==> src/rtl/rau_pkg.sv <==
// ----------------------------------------------------------------------------
// rau_pkg
// Types, codes and constants shared by the rational arithmetic unit.
// ----------------------------------------------------------------------------
package rau_pkg;

	localparam int Width = 32;
	localparam logic [63:0] Lim = 64'(1) << (Width - 1);

	typedef enum logic [2:0] {
		OP_ADD   = 3'd0,
		OP_SUB   = 3'd1,
		OP_MUL   = 3'd2,
		OP_DIV   = 3'd3,
		OP_LESS  = 3'd4,
		OP_EQUAL = 3'd5,
		OP_NEG   = 3'd6,
		OP_MAKE  = 3'd7
	} action_t;

	typedef enum logic [1:0] {
		ST_OK   = 2'd0,
		ST_OVF  = 2'd1,
		ST_DIV0 = 2'd2,
		ST_ZDEN = 2'd3
	} status_t;

	typedef enum logic [1:0] {
		BK_IDLE,
		BK_GCD,
		BK_DIV,
		BK_FIN
	} back_state_t;

	typedef struct packed {
		logic [2:0]         action;
		logic signed [31:0] a_num;
		logic signed [31:0] a_den;
		logic signed [31:0] b_num;
		logic [30:0]        b_den;
	} in_item_t;

	typedef struct packed {
		logic signed [31:0] res_num;
		logic [30:0]        res_den;
		logic               compare_true;
		logic [1:0]         status;
	} out_item_t;

	// work handed from front to back
	typedef struct packed {
		logic        bypass;
		logic        neg;
		logic [63:0] mag;
		logic [63:0] den;
		logic        cmp;
		status_t     status;
	} job_t;

endpackage

==> src/rtl/rau_queue.sv <==
// ----------------------------------------------------------------------------
// rau_queue
// Four-entry queue of jobs between the front and the back.
// ----------------------------------------------------------------------------
module rau_queue (
	input  logic          clk,
	input  logic          arst_n,
	input  logic          wr_valid,
	output logic          full,
	input  rau_pkg::job_t wr_job,
	input  logic          rd,
	output logic          empty,
	output rau_pkg::job_t rd_job
);

	rau_pkg::job_t mem_q [4];
	logic [1:0]    wp_q, rp_q;
	logic [2:0]    cnt_q;
	logic          wr, rd_ok;

	assign full  = cnt_q == 3'd4;
	assign empty = cnt_q == 3'd0;
	assign wr    = wr_valid && !full;
	assign rd_ok = rd && !empty;
	assign rd_job = mem_q[rp_q];

	always_ff @(posedge clk or negedge arst_n) begin
		if (!arst_n) begin
			wp_q  <= '0;
			rp_q  <= '0;
			cnt_q <= '0;
		end else begin
			if (wr)
				wp_q <= wp_q + 2'd1;
			if (rd_ok)
				rp_q <= rp_q + 2'd1;
			cnt_q <= cnt_q + 3'(wr) - 3'(rd_ok);
		end
	end

	always_ff @(posedge clk) begin
		if (wr)
			mem_q[wp_q] <= wr_job;
	end

endmodule

==> config.mk <==
export PLATFORM = sky130hd
export DESIGN_NAME = rau_queue
export DESIGN_NICKNAME = d
export VERILOG_FILES = /design/src/rtl/rau_pkg.sv /design/src/rtl/rau_queue.sv
export SDC_FILE = /design/constraint.sdc
export NUM_CORES = 1
export LEC_CHECK = 0
export BUFFER_PORTS_ARGS = -buffer_cell sky130_fd_sc_hd__buf_2
export CAP_MARGIN = 20
export CORE_MARGIN = 2
export CORE_UTILIZATION = 50
export DETAILED_ROUTE_END_ITERATION = 7
export PLACE_DENSITY = 0.71
export SLEW_MARGIN = 20
export SYNTH_ARGS = -nofsm -noshare
export SYNTH_HDL_FRONTEND = slang
export SYNTH_SLANG_ARGS = --single-unit
export TNS_END_PERCENT = 10
==> constraint.sdc <==
create_clock -name clk -period 4.95 [get_ports clk]
set_input_delay 0.99 -clock clk [delete_from_list [all_inputs] [get_ports clk]]
set_output_delay 0.99 -clock clk [all_outputs]
set_load 0.005 [all_outputs]
==> impl_metrics.tcl <==
set metrics [dict create \
    status "finished, final reports clean" \
    synth_top_area_share_pct 81.4 \
    clk_pin_slew_ps 60 \
    grt_max_degree 79 \
    numCtsBuffers 52 \
    grt_pass1_vias 9509 \
    cts_num_sinks 539 \
    end_kind "primary output" \
    setup_ws_ps 1320 \
    synth_nets 880 \
    gp_congestion 0.738 \
    path_max_fanout 36 \
    rows 72 \
    synth_area_per_cell_um2 26.7 \
    synth_mux_area_share_pct 15.3 \
    track_usage_pct 18.1 \
    final-setup-viol-count 0 \
    utilization_pct 60.5 \
    required_ps 3960 \
    hold_viol 0 \
    post_cts_buffers 0 \
    cts_tree "yes" \
    grt_overflow 0 \
    synthAdderAreaFrac_pct 0.485 \
    min_period_over_period_pct 73.4 \
    finalSetupTns_ps 0 \
    synth-xor-area-share_pct 0.179 \
    io_pins 272 \
    die_w_um 202 \
    relSlewSlack_pct 41.8 \
    synthCells 736 \
    reg2reg_from "cnt_q[2]" \
    critPathLaunch "rp_q[0]" \
    drv_cap 0 \
    power-per-cell-area_nw_per_um2 598 \
    synth_simple_gate_area_share_pct 0.529 \
    syn2layout_area_growth_pct 19.4 \
    critPathLaunchType "register" \
    drive_gt1_share_pct 46.3 \
    root_buffer "clkbuf_16" \
    io_buffers 271 \
    synth_compound_area_share_pct 0.159 \
    power_mw 14.0 \
    dp_worst_setup_slack_ps 1860 \
    fin_nets 1192 \
    detail_route.iter0.violations 414 \
    routed-via-count 8790 \
    start_util_pct 50.7 \
    netlist_area_um2 19600 \
    die_area_um2 40800 \
    p_leak_nw 7.97 \
    critPathKind "register to primary output" \
    worst_slew_pin_slew_ps 873 \
    grt_first_pass_wirelength_um 55600 \
    ant_nets 0 \
    antenna_found_initial 7 \
    seq_area_frac_synth_pct 82.3 \
    yosys_warnings 0 \
    rsz0062_at_grt "false" \
    hold_class "input pin to async pin" \
    cts_buffer_depth 3 \
    first_pass_iters 4 \
    fin_crit_ps 3630 \
    synth_area_leaders "edfxtp_1, mux4_2, dfrtp_1" \
    dp_hpwl_um 21900 \
    cts_resized 0 \
    drc 0 \
    wirelength_um 36600 \
    viasPerCell 5.47 \
    h-tree-depth 2 \
    die-height_um 202 \
    wl_per_cell_um 22.7 \
    skew_ps 10.1 \
    arrival_ps 2640 \
    cts_hold_buf 0 \
    synth_cell_types 20 \
    yosysTopAreaCell "edfxtp_1" \
    fmax_mhz 275 \
    ys_ff_latch 539 \
    drv_slew 0 \
    clk_latency_ps 580 \
    synth_top_family_by_area "multiplexers" \
    ir_worst_vdd_mv 0.373 \
    core_um2 38700 \
]
sequential cells by signal, indices dropped and copies added (netlist names):
| name | flops |
|---|---|
| cnt_q | 3 |
| mem_q | 532 |
| wp_q | 2 |
| rp_q | 2 |
cell type report:
cell class | instances | area [um^2]
inverter | 6 | 22.5
multi-input combinational | 161 | 3280
fill | 2689 | 15300
sequential | 539 | 16200
clock buffer | 63 | 1360
tap | 518 | 648
antenna | 3 | 7.51
timing repair buffer | 288 | 1580
clock inverter | 30 | 375
synthesized netlist by cell type:
library cell and n:
mux4_2 133, nand4bb_1 2, and3b_1 4, nand2_1 1, clkbuf_1 6, o211ai_1 2, o311ai_0 1, nor3b_2 1
xnor2_1 4, buf_4 1, nand2b_1 4, inv_1 6, edfxtp_1 532, dfrtp_1 7, fa_1 1, o31ai_1 1
buf_2 16, ha_1 6, nor3_1 1, buf_6 7
power by group:
part / switching [mW] / internal (mW) / total (mW)
clock: 1.58 / 2.42 / 4.00
sequential: 0.383 / 6.01 / 6.39
combinational: 1.78 / 1.84 / 3.62
total: 3.75 / 10.3 / 14.0
placed cells by master (no fill, tap or decap):
master and n:
dfrtp_1 5, ha_1 6, nor3_1 1, xnor2_1 4, clkinv_1 8, buf_12 8
buf_4 9, nand2_1 1, inv_6 2, fa_1 1, dfrtp_4 2, clkbuf_1 10
clkinv_2 10, nand2b_1 4, edfxtp_1 532, o31ai_1 1, and3b_4 4, clkinvlp_4 1
o211ai_1 2, bufinv_16 9, diode_2 3, o311ai_0 1, clkbuf_16 53, nand4bb_1 2
nor3b_2 1, buf_2 271, mux4_2 133, inv_1 6
worst max-delay path, cell delays in order (launching register included):
cell and delay, ps:
dfrtp_4 910, buf_12 370, mux4_2 580, buf_2 150
layer usage:
metal / wire length (um) / up-vias / part of all wire, % / track usage [%]
li1: - / 3834 / - / -
met1: 14700 / 4615 / 40 / 23.4
met2: 18200 / 265 / 50 / 29.7
met3: 2800 / 68 / 7.7 / 5.58
met4: 871 / 8 / 2.4 / 6.00
met5: 49 / - / 0.13 / 0
through the flow:
| stage | hold WS [ps] | area, um^2 | std cells |
|---|---|---|---|
| after floorplan | 543 | 19600 | 736 |
| after global placement | 586 | 21700 | 1512 |
| after detailed placement | 610 | 21700 | 1512 |
| after CTS | 214 | 23400 | 1605 |
| after global routing | 229 | 23400 | 1606 |
| final | 246 | 23400 | 1608 |
worst paths after layout:
| check | end | slack, ps | cells after the start |
|---|---|---|---|
| min in group clk | mem_q[2][130] | 620 | 1 |
| worst min-delay path | cnt_q[0] | 250 | 1 |
| worst max register to register | mem_q[3][87] | 2530 | 3 |
| worst min register to register | wp_q[1] | 660 | 2 |
| worst max-delay path | rd_job[2] | 1320 | 3 |
| max in group asynchronous | rp_q[0] | 4510 | 1 |
cell families after synthesis:
kind of cell	Yosys count
buffers and inverters	36
xor gates and xnor gates	4
AOI/OAI and AO/OA	4
DFF	539
muxes	133
adders and majority gates	7
and+or+nand+nor	13
(Power assumes the default switching activity.)
