$ cat src/rtl/rau_pkg.sv
// ----------------------------------------------------------------------------
// rau_pkg
// Types, codes and constants shared by the rational arithmetic unit.
// ----------------------------------------------------------------------------
package rau_pkg;

	localparam int Width = 32;
	localparam logic [63:0] Lim = 64'(1) << (Width - 1);

	typedef enum logic [2:0] {
		OP_ADD   = 3'd0,
		OP_SUB   = 3'd1,
		OP_MUL   = 3'd2,
		OP_DIV   = 3'd3,
		OP_LESS  = 3'd4,
		OP_EQUAL = 3'd5,
		OP_NEG   = 3'd6,
		OP_MAKE  = 3'd7
	} action_t;

	typedef enum logic [1:0] {
		ST_OK   = 2'd0,
		ST_OVF  = 2'd1,
		ST_DIV0 = 2'd2,
		ST_ZDEN = 2'd3
	} status_t;

	typedef enum logic [1:0] {
		BK_IDLE,
		BK_GCD,
		BK_DIV,
		BK_FIN
	} back_state_t;

	typedef struct packed {
		logic [2:0]         action;
		logic signed [31:0] a_num;
		logic signed [31:0] a_den;
		logic signed [31:0] b_num;
		logic [30:0]        b_den;
	} in_item_t;

	typedef struct packed {
		logic signed [31:0] res_num;
		logic [30:0]        res_den;
		logic               compare_true;
		logic [1:0]         status;
	} out_item_t;

	// work handed from front to back
	typedef struct packed {
		logic        bypass;
		logic        neg;
		logic [63:0] mag;
		logic [63:0] den;
		logic        cmp;
		status_t     status;
	} job_t;

endpackage

$ cat src/rtl/rau_back.sv
// ----------------------------------------------------------------------------
// rau_back
// Binary gcd, two exact divisions by the gcd, range check and result register.
// ----------------------------------------------------------------------------
module rau_back (
	input  logic               clk,
	input  logic               arst_n,
	input  logic               job_empty,
	input  rau_pkg::job_t      job,
	output logic               job_pop,
	output logic               empty,
	input  logic               pop,
	output rau_pkg::out_item_t result
);

	rau_pkg::back_state_t state_q, state_d;
	rau_pkg::job_t        job_q;
	logic [63:0]          x_q, y_q, g_q, n_q, d_q, rn_q, rd_q;
	logic [6:0]           k_q;
	logic [5:0]           cnt_q;
	logic                 out_v_q;
	rau_pkg::out_item_t   out_q, fin;
	logic                 load_job, load_out;
	logic [64:0]          tn, td;
	logic                 qn, qd;
	logic [63:0]          negn;

	always_ff @(posedge clk or negedge arst_n) begin
		if (!arst_n)
			state_q <= rau_pkg::BK_IDLE;
		else
			state_q <= state_d;
	end

	always_comb begin
		state_d  = state_q;
		job_pop  = 1'b0;
		load_job = 1'b0;
		load_out = 1'b0;
		case (state_q)
			rau_pkg::BK_IDLE: begin
				if (!job_empty) begin
					job_pop  = 1'b1;
					load_job = 1'b1;
					state_d  = job.bypass ? rau_pkg::BK_FIN : rau_pkg::BK_GCD;
				end
			end
			rau_pkg::BK_GCD: begin
				if (x_q == 64'd0)
					state_d = rau_pkg::BK_DIV;
			end
			rau_pkg::BK_DIV: begin
				if (cnt_q == 6'd63)
					state_d = rau_pkg::BK_FIN;
			end
			rau_pkg::BK_FIN: begin
				if (!out_v_q || pop) begin
					load_out = 1'b1;
					state_d  = rau_pkg::BK_IDLE;
				end
			end
			default: state_d = rau_pkg::BK_IDLE;
		endcase
	end

	assign tn = {rn_q, n_q[63]};
	assign td = {rd_q, d_q[63]};
	assign qn = tn >= {1'b0, g_q};
	assign qd = td >= {1'b0, g_q};

	always_ff @(posedge clk) begin
		if (load_job) begin
			job_q <= job;
			x_q   <= job.mag;
			y_q   <= job.den;
			k_q   <= '0;
			n_q   <= job.mag;
			d_q   <= job.den;
		end
		case (state_q)
			rau_pkg::BK_GCD: begin
				if (x_q == 64'd0) begin
					g_q   <= y_q << k_q[5:0];
					rn_q  <= '0;
					rd_q  <= '0;
					cnt_q <= '0;
				end else if (!x_q[0] && !y_q[0]) begin
					x_q <= x_q >> 1;
					y_q <= y_q >> 1;
					k_q <= k_q + 7'd1;
				end else if (!x_q[0]) begin
					x_q <= x_q >> 1;
				end else if (!y_q[0]) begin
					y_q <= y_q >> 1;
				end else if (x_q >= y_q) begin
					x_q <= (x_q - y_q) >> 1;
				end else begin
					y_q <= (y_q - x_q) >> 1;
				end
			end
			rau_pkg::BK_DIV: begin
				rn_q  <= qn ? 64'(tn - {1'b0, g_q}) : tn[63:0];
				rd_q  <= qd ? 64'(td - {1'b0, g_q}) : td[63:0];
				n_q   <= {n_q[62:0], qn};
				d_q   <= {d_q[62:0], qd};
				cnt_q <= cnt_q + 6'd1;
			end
			default: ;
		endcase
	end

	assign negn = -n_q;

	always_comb begin
		fin.res_num      = '0;
		fin.res_den      = 31'd1;
		fin.compare_true = 1'b0;
		fin.status       = job_q.status;
		if (job_q.bypass) begin
			if (job_q.status == rau_pkg::ST_OK)
				fin.compare_true = job_q.cmp;
		end else if (d_q > rau_pkg::Lim - 64'd1 ||
			(job_q.neg ? n_q > rau_pkg::Lim : n_q > rau_pkg::Lim - 64'd1)) begin
			fin.status = rau_pkg::ST_OVF;
		end else begin
			fin.res_num = job_q.neg ? negn[31:0] : n_q[31:0];
			fin.res_den = d_q[30:0];
		end
	end

	always_ff @(posedge clk or negedge arst_n) begin
		if (!arst_n)
			out_v_q <= 1'b0;
		else if (load_out)
			out_v_q <= 1'b1;
		else if (pop)
			out_v_q <= 1'b0;
	end

	always_ff @(posedge clk) begin
		if (load_out)
			out_q <= fin;
	end

	assign empty  = !out_v_q;
	assign result = out_q;

`ifndef ASSERT_OFF
	a_err_clean: assert property (@(posedge clk) disable iff (!arst_n)
		out_v_q && out_q.status != rau_pkg::ST_OK |->
		out_q.res_num == '0 && out_q.res_den == 31'd1 && !out_q.compare_true)
		else $error("error result not cleared");
	a_den_nonzero: assert property (@(posedge clk) disable iff (!arst_n)
		out_v_q |-> out_q.res_den != '0)
		else $error("zero result denominator");
	a_gcd_nonzero: assert property (@(posedge clk) disable iff (!arst_n)
		state_q == rau_pkg::BK_DIV |-> g_q != '0)
		else $error("zero gcd in division");
	a_hold_out: assert property (@(posedge clk) disable iff (!arst_n)
		out_v_q && !pop |=> out_v_q && $stable(out_q))
		else $error("result changed while waiting");
`endif

endmodule

$ cat config.mk
export PLATFORM = sky130hd
export DESIGN_NAME = rau_back
export DESIGN_NICKNAME = d
export VERILOG_FILES = /design/src/rtl/rau_pkg.sv /design/src/rtl/rau_back.sv
export SDC_FILE = /design/constraint.sdc
export NUM_CORES = 2
export LEC_CHECK = 0
export BUFFER_PORTS_ARGS = -buffer_cell sky130_fd_sc_hd__buf_2
export CORE_MARGIN = 2
export CORE_UTILIZATION = 64
export DETAILED_ROUTE_END_ITERATION = 12
export PLACE_DENSITY = 0.8
export RECOVER_POWER = 50
export SKIP_CTS_REPAIR_TIMING = 1
export SKIP_LAST_GASP = 1
export SYNTH_ARGS = -nofsm -noshare
export SYNTH_HDL_FRONTEND = slang
export SYNTH_SLANG_ARGS = --single-unit
$ cat constraint.sdc
create_clock -name clk -period 9.5 [get_ports clk]
set_clock_uncertainty 0.1 [all_clocks]
set_input_delay 1.9 -clock clk [delete_from_list [all_inputs] [get_ports clk]]
set_output_delay 1.9 -clock clk [all_outputs]
set_load 0.02 [all_outputs]
==> results.yml <==
outcome:
  status: "complete, but fails checks"
  violations: "max-capacitance violations, max-slew violations"
global_route:
  grt_use_total_pct: 41.3
  antenna_found_initial: 3
  grt_max_degree: 78
  met2_usage_pct: 65.1
  top_usage_layer: "met2"
  grt_pass1_vias: 38800
  use_met3_pct: 7.62
  grt_use_met1_pct: 53.7
  grt-ovfl-total: 0
  grt_pass1_wl_mm: 225
synth:
  syn_area_per_cell_um2: 8.36
  seq_area_frac_synth_pct: 33.9
  yosysWarnings: 0
  syn_area_um2: 43300
  synthArstFlopShare_pct: 0.562
  ys_ff_latch: 534
  syn_nets: 5582
  synthFlopType: "edfxtp_1"
  synth_top_area_share_pct: 27.6
  synth_cell_type_count: 84
  synth-edff-count: 397
  netlist_instances: 5177
  synthTopCellsByCount: "641 x nand2_1, 617 x a21oi_1, 456 x nor2_1"
  synth_area_leaders: "edfxtp_1 28%, ha_1 7.6%, a21oi_1 7.1%"
  yosysTopAreaCell: "edfxtp_1"
  yosysMostFrequentCell: "nand2_1"
drt:
  first_pass_iters: 6
  via_per_inst: 6.85
  drt_drc_violations_left: 0
  initialDrtViolationCount: 5609
  wl_mm: 149
  vias: 41800
  ant_nets: 0
  drt-wirelength-per-cell_um: 24.5
floorplan:
  dieArea_um2: 69700
  coreArea_um2: 67000
  die_width_um: 264
  initial_core_util_pct: 64.5
  pin_count: 205
  rows: 95
  die_h_um: 264
sta:
  slew_viol_final: 613
  setup_viol_count_final: 0
  layout_setup_ws_ns: 2.14
  max_freq_mhz: 136
  whs_ns: 0.429
  slew_headroom_pct: -159
  setup_tns_ns: 0
  fin_crit_sh_pct: 77.5
  rsz0062_at_grt: "no"
  hold_viol: 0
  tightestPinTransition_ns: 3.88
  min_period_ns: 7.36
worst_setup_path:
  start_kind: "primary input"
  path_delay_family: "buffers and inverters"
  slowest_stage: "clkinvlp_2"
  cp_cell_sequence: "buf_2 -> nand2b_1 -> clkinvlp_2 -> buf_2"
  regToRegSetupSlack_ns: 2.22
  r2r_start: "x_q[0]"
  cpMostUsedCell: "buf_2"
  arrival_ns: 5.36
  critPathRequiredTime_ns: 7.50
  crit_type: "in -> out"
  r2r_cells: 8
  reg2reg_to: "rn_q[58]"
  end_kind: "output pin"
  path_max_fanout: 71
  crit_buf_inv: 3
  max_stage_delay_ns: 2.20
cts:
  cts_tree: "built"
  clock-root-buffer: "clkbuf_16"
  clk_latency_ns: 0.66
  clk_path_buf_depth: 3
  cts_sinks: 534
  htree_levels: 2
  numCtsBuffers: 60
  clkTransAtPathRegs_ns: 0.06
worst_hold_path:
  holdPathEnd: "x_q[28]"
  hold_path_class: "reg -> reg"
  hp-start: "x_q[28]"
  holdPathStages: 2
cells_and_area:
  antennaDiodeCount: 0
  drive_gt1_share_pct: 9.81
  fin_nets: 5584
  fin_util_pct: 69.7
  n_fill_cell: 5452
  multi_input_area_um2: 26400
  syn2layout_area_growth_pct: 7.98
  seqCellArea_um2: 14700
placement:
  gp_congestion: 1.10
  dp_hpwl_mm: 113
  dp_slack_ns: 3.73
  port_buffers: 204
job:
  cap_violations: 10
worst register-to-register path, cell delays in order (launching register included):
cell and delay, ns:
dfxtp_1 0.55, nor4_1 0.63, nand4_1 0.25, nor4_1 0.30, clkbuf_1 0.40, and2_2 0.21
clkbuf_1 2.72, o21bai_4 0.88, buf_4 0.82
flip-flops by register name, summed over array words and instances (netlist names):
name	flops
job_q	5
k_q	6
rn_q	64
x_q	64
out_v_q	1
result	66
d_q	64
n_q	64
y_q	64
rd_q	64
state_q	2
g_q	64
cnt_q	6
cell usage in the layout, fill, tap and decap left out, types with 133 or more instances in the layout:
cell type / instances
buf_2: 135
o21ai_0: 323
inv_1: 268
edfxtp_1: 397
nor2_1: 455
xnor2_1: 142
dfxtp_1: 133
nand2_1: 640
a21oi_1: 615
ha_1: 264
per-layer routing:
| layer | wire length [µm] | vias up |
|---|---|---|
| met5 | 36 | - |
| met4 | 10000 | 6 |
| met3 | 16100 | 534 |
| met2 | 66300 | 2663 |
| met1 | 56900 | 19600 |
| li1 | - | 19000 |
cells by family after synthesis:
| kind of cell | Yosys count | share of synthesized area [%] |
|---|---|---|
| AOI/OAI and AO/OA | 1645 | 23.5 |
| xor gates and xnor gates | 243 | 4.92 |
| adders and majority gates | 268 | 7.82 |
| buffers and inverters | 594 | 5.21 |
| DFF | 534 | 33.9 |
| muxes | 237 | 7.27 |
| and+or+nand+nor | 1656 | 17.3 |
cell type report:
cell class                      instances  area share (%)
Clock buffer                           71            3.44
Clock inverter                         43            1.21
Inverter                              273            2.20
Multi-Input combinational cell       4049            56.5
Sequential cell                       534            31.4
Tap cell                              873            2.34
Timing Repair Buffer                  261            2.86
through the flow:
stage / instances / area [µm²]
floorplan: 5177 / 43300
global placement: 5990 / 44700
detailed placement: 5990 / 44700
CTS: 6104 / 46900
global route: 6104 / 46700
finish: 6104 / 46700
worst max path at each step:
stage / from / endpoint / cells past startpoint
floorplan: state_q[0] / cnt_q[0] / 6
global placement: g_q[14] / rd_q[24] / 15
detailed placement: g_q[14] / rd_q[24] / 15
CTS: g_q[14] / rd_q[24] / 15
global route: job_empty / y_q[53] / 8
finish: job_empty / job_pop / 4
Power is not shown: default switching activity piles up to over one toggle a cycle in this logic, so the estimate is an artifact.
